--- src/hdl/sact_pkg.sv ---
package sact_pkg;

	// Configuration register indexes
	localparam logic [1:0] REG_REPLACE   = 2'd0;
	localparam logic [1:0] REG_WRITEBACK = 2'd1;
	localparam logic [1:0] REG_WRALLOC   = 2'd2;
	localparam logic [1:0] REG_BYPASS    = 2'd3;

	// Replacement modes; the unused code behaves as LRU
	localparam logic [1:0] RM_LRU  = 2'd0;
	localparam logic [1:0] RM_RAND = 2'd1;
	localparam logic [1:0] RM_PLRU = 2'd2;

	localparam logic [15:0] LFSR_TAPS  = 16'hB400;
	localparam logic [15:0] LFSR_SEED  = 16'h0001;
	localparam int          BLK_ADDR_W = 26;

	typedef struct packed {
		logic        opcode;
		logic [31:0] address;
	} req_t;

	typedef struct packed {
		logic                  hit;
		logic [1:0]            way;
		logic                  bypassed;
		logic                  fill_request;
		logic [BLK_ADDR_W-1:0] fill_block_address;
		logic                  writeback_request;
		logic [BLK_ADDR_W-1:0] victim_block_address;
		logic                  write_through;
		logic                  forward_write;
	} res_t;

	typedef struct packed {
		logic [1:0] replace_mode;
		logic       write_back_mode;
		logic       write_allocate_mode;
		logic       bypass_enable;
	} cfg_t;

	// Control between the request queue and the back end
	typedef struct packed {
		logic pop;
		logic clearing;
	} fq_ctl_t;

endpackage

--- src/hdl/sact_front.sv ---
module sact_front #(
	parameter int SETS        = 64,
	parameter int BLOCK_BYTES = 64
) (
	input  logic                                   clk,
	input  logic                                   arst_n,
	input  logic                                   push,
	output logic                                   full,
	input  sact_pkg::req_t                         req,
	input  sact_pkg::fq_ctl_t                      ctl,
	output logic                                   fq_empty,
	output logic                                   fq_write,
	output logic [((SETS > 1) ? $clog2(SETS + 1) - 1 : 1)-1:0] fq_set,
	output logic [32-($clog2(BLOCK_BYTES + 1) - 1)-($clog2(SETS + 1) - 1)-1:0] fq_tag,
	output logic [sact_pkg::BLK_ADDR_W-1:0]        fq_blk
);
	import sact_pkg::*;

	localparam int OFF_W  = $clog2(BLOCK_BYTES + 1) - 1;
	localparam int IDX_W  = $clog2(SETS + 1) - 1;
	localparam int ROW_AW = (IDX_W > 0) ? IDX_W : 1;
	localparam int TAG_W  = 32 - OFF_W - IDX_W;
	localparam logic [ROW_AW-1:0] SET_MASK = ROW_AW'((1 << IDX_W) - 1);

	logic              wr_q   [2];
	logic [ROW_AW-1:0] set_q  [2];
	logic [TAG_W-1:0]  tag_q  [2];
	logic [BLK_ADDR_W-1:0] blk_q [2];
	logic              wp_q, rp_q;
	logic [1:0]        cnt_q;
	logic              acc;

	// Hold off new transactions while full or while the tag store clears
	assign full     = (cnt_q == 2'd2) || ctl.clearing;
	assign acc      = push && !full;
	assign fq_empty = (cnt_q == 2'd0);
	assign fq_write = wr_q[rp_q];
	assign fq_set   = set_q[rp_q];
	assign fq_tag   = tag_q[rp_q];
	assign fq_blk   = blk_q[rp_q];

	// Split the address and store the classified request
	always_ff @(posedge clk) begin
		if (acc) begin
			wr_q[wp_q]  <= req.opcode;
			set_q[wp_q] <= ROW_AW'(req.address >> OFF_W) & SET_MASK;
			tag_q[wp_q] <= TAG_W'(req.address >> (OFF_W + IDX_W));
			blk_q[wp_q] <= BLK_ADDR_W'(req.address >> OFF_W);
		end
	end

	// Advance pointers and occupancy
	always_ff @(posedge clk or negedge arst_n) begin
		if (!arst_n) begin
			wp_q  <= 1'b0;
			rp_q  <= 1'b0;
			cnt_q <= 2'd0;
		end else begin
			if (acc)
				wp_q <= ~wp_q;
			if (ctl.pop)
				rp_q <= ~rp_q;
			if (acc && !ctl.pop)
				cnt_q <= cnt_q + 2'd1;
			else if (!acc && ctl.pop)
				cnt_q <= cnt_q - 2'd1;
		end
	end

endmodule

--- config.mk ---
export PLATFORM = sky130hd
export DESIGN_NAME = sact_front
export DESIGN_NICKNAME = d
export VERILOG_FILES = /design/src/hdl/sact_pkg.sv /design/src/hdl/sact_front.sv
export SDC_FILE = /design/constraint.sdc
export NUM_CORES = 1
export LEC_CHECK = 0
export BUFFER_PORTS_ARGS = -buffer_cell sky130_fd_sc_hd__buf_2
export CAP_MARGIN = 10
export CORE_UTILIZATION = 30
export CTS_CLUSTER_SIZE = 25
export DETAILED_ROUTE_END_ITERATION = 12
export PLACE_DENSITY = 0.55
export SYNTH_ARGS = -nofsm -noshare
export SYNTH_HDL_FRONTEND = slang
export SYNTH_SLANG_ARGS = --single-unit
--- constraint.sdc ---
create_clock -name clk -period 3.43 [get_ports clk]
set_clock_uncertainty 0.1 [all_clocks]
set_input_delay 0.343 -clock clk [delete_from_list [all_inputs] [get_ports clk]]
set_output_delay 0.343 -clock clk [all_outputs]
set_load 0.005 [all_outputs]
==> run summary <==
======================================================================================
Run status                                                                   completed
Layout Area Growth over Synthesis                                                21.0%
Net count of the mapped netlist                                                    168
Area taken by flip-flops and latches                                         1720 um^2
Die area                                                                     8530 um^2
Placement Cell Area                                                          2780 um^2
Buffers on Ports                                                                    86
GRT Total Usage                                                                  9.71%
Seq cells post-synth                                                                58
Post-CTS setup buffer count                                                          0
Multi-input logic area                                                        477 um^2
Most frequent cells after synthesis                                       edfxtp_1 (54), buf_4 (26), mux2_4 (19)
Via count of the first global-routing pass                                        1228
Hold violation count in the final report                                             0
Slew @ Worst Pin                                                                854 ps
Antenna violations before repair                                                     0
Kind of critical path                                                       reg -> out
Maximum number of pins on one net before global-route repair                        29
Wire length per cell                                                           12.4 um
Avg Vias per Cell                                                                 4.01
Max clock buf depth                                                                  2
Total detailed-routing wirelength                                              3.81 mm
Final clock period utilization by the worst path                                 65.5%
Placement-stage worst setup slack                                              1290 ps
GRT Residual Overflow                                                                0
Asr flop ratio synth                                                             6.90%
Total of endpoints with negative setup slack in the final report                     0
Layout cells sized above 1                                                       63.2%
Fill count                                                                         751
Syn. warnings                                                                        0
Startpoint type of the worst setup path                                           flop
First-pass detailed-route iteration total                                            2
Weighted congestion reported at the end of routability-driven placement          0.582
Vertical die dimension                                                         92.4 um
Estimated wirelength of the detail-placed design                               2.52 mm
Total Power                                                                  0.00218 W
Gates resized, CTS repair                                                            0
Synth Cell Area                                                              2450 um^2
Finished Cell Area                                                           2960 um^2
Critical path data required time                                               2990 ps
PnR worst setup slack                                                          1180 ps
Synthesized instance count                                                         129
Site row count                                                                      32
ANT nets after route                                                                 0
Clk root buf                                                                  clkbuf_8
Crit-path cells                                                           mux2_2 -> buf_2
Core area                                                                    7810 um^2
Number of clock buffers inserted by TritonCTS                                        9
Post-synthesis area per instance                                             19.0 um^2
Maximum achievable frequency                                                 0.445 GHz
Clock sink total                                                                    58
Most instantiated flip-flop cell in the synthesis netlist                     edfxtp_1
Skew-Pair Late Insertion Delay                                                  320 ps
Sequential share of the synthesized area                                         70.3%
Arrival time at the worst endpoint                                             1800 ps
Slowest CP cell                                                                dfrtp_2
Path category of the worst min-delay check                                   in -> reg
Leading cell types by total area after synthesis                          edfxtp_1 (66%), mux2_4 (12%), buf_4 (8.0%)
Count of unresolved DRC violations after routing                                     0
Post-Route Setup TNS                                                              0 ps
Hold slack                                                                      107 ps
Clock tree from TritonCTS                                                         done
Share of the synthesized area in the top cell type                               66.2%
DRC violation total after the first TritonRoute iteration                           29
Slew Viols, Final                                                                    0
RSZ-0062 raised after global routing                                                no
CP endpoint kind                                                            output pin
Hold path cells                                                                      1
Pwr dens                                                                   736 nW/um^2
Total inserted antenna cells                                                         0
Number of distinct library cells after synthesis                                    16
Clock slew at reported path FFs                                                  60 ps
Worst reg-to-reg path cell count                                                     5
Largest stage delay on the critical path                                        930 ps
Starting utilization of the core area                                            31.4%
Cell taking the most area after synthesis                                     edfxtp_1
H-tree level count                                                                   3
Static Leak                                                                    1.23 nW
Global-route wire length before repair                                         5.98 mm
Number of enable-type register cells in the synthesized netlist                     54
Cell with the most instances after synthesis                                  edfxtp_1
Shortest clock period the worst path allows after layout                       2250 ps
Top-level I/O count                                                                 93
Max-capacitance violation count                                                      0
Maximum vdd drop                                                            0.000300 V
Relative slew margins                                                            43.1%
Number of nets at the end of the flow                                              239
Via count of the routed design                                                    1226
Peak fanout along the critical path                                                 28
Horizontal die dimension                                                       92.4 um
======================================================================================
state kept, by name (all words and copies together), names as in the netlist:
signal  count
blk_q      51
cnt_q       2
wr_q        2
rp_q        1
tag_q       1
wp_q        1
worst paths after layout:
check | startpoint | endpoint | slack, ps
worst max-delay path | rp_q | fq_blk[21] | 1180
worst min-delay path | req[22] | blk_q[1][16] | 110
worst max register to register | cnt_q[0] | blk_q[1][2] | 1370
worst min register to register | cnt_q[1] | cnt_q[1] | 400
max in group asynchronous | arst_n | rp_q | 2850
min in group asynchronous | arst_n | cnt_q[0] | 250
cell families after synthesis:
logic type / after synthesis / share of synthesized area, %
muxes: 27 / 15.3
buffers and inverters: 31 / 10.4
xor gates and xnor gates: 5 / 1.79
and+or+nand+nor: 7 / 1.74
adders and majority gates: 1 / 0.511
DFF: 58 / 70.3
worst max-delay path: cells and delay by family, from the launching register on:
kind	cells	cell delay, ps
muxes	1	420
DFF	1	930
buffers and inverters	1	130
report_power, final:
group	leakage, nW	internal (W)	switching [W]
logic	0.605	0.000384	0.000228
clock network	0.0886	0.000323	0.000238
registers	0.539	0.000889	0.000121
total	1.23	0.00160	0.000587
per-stage QoR:
stage,instances,util (%)
6_report,306,38.0
5_1_grt,306,38.0
4_1_cts,306,38.0
3_5_place_dp,290,35.6
3_3_place_gp,290,35.6
2_1_floorplan,129,-
placed cells by master, fill, tap and decap left out:
cell type	Yosys	final
and2_1	1	1
buf_2	0	86
buf_4	26	2
bufinv_16	0	1
clkbuf_1	0	1
clkbuf_8	0	9
clkinv_1	0	3
clkinv_2	0	1
dfrtp_1	4	3
dfrtp_2	0	1
dlygate4sd3_1	0	1
edfxtp_1	54	54
ha_1	1	1
inv_1	2	2
mux2_2	8	8
mux2_4	19	19
nand2b_1	1	1
nand3b_2	1	1
nor2_1	3	2
nor2_2	0	1
or2b_1	1	1
xnor2_1	2	2
xor2_1	3	3
timing repair:
item / CTS / global route
hold endpoints to repair: 4 / 0
setup endpoints to repair: 0 / 0
hold buffers: 1 / 0
area by class of cell:
class,count,share of cell area (%)
inverter,2,0.253
clock buffer,10,4.31
tap,102,4.31
clock inverter,5,1.56
multi-input combinational,40,16.1
timing repair buffer,89,15.4
sequential,58,58.1
metal layers:
metal | up-vias | track usage, % | part of all wire, %
met4 | 0 | 6.64 | 2.8
met1 | 576 | 10.8 | 42
met2 | 57 | 16.1 | 49
li1 | 583 | - | -
met3 | 10 | 2.63 | 6.3
met5 | - | 0 | 0
Note: power is estimated with default switching activity, not from simulation.
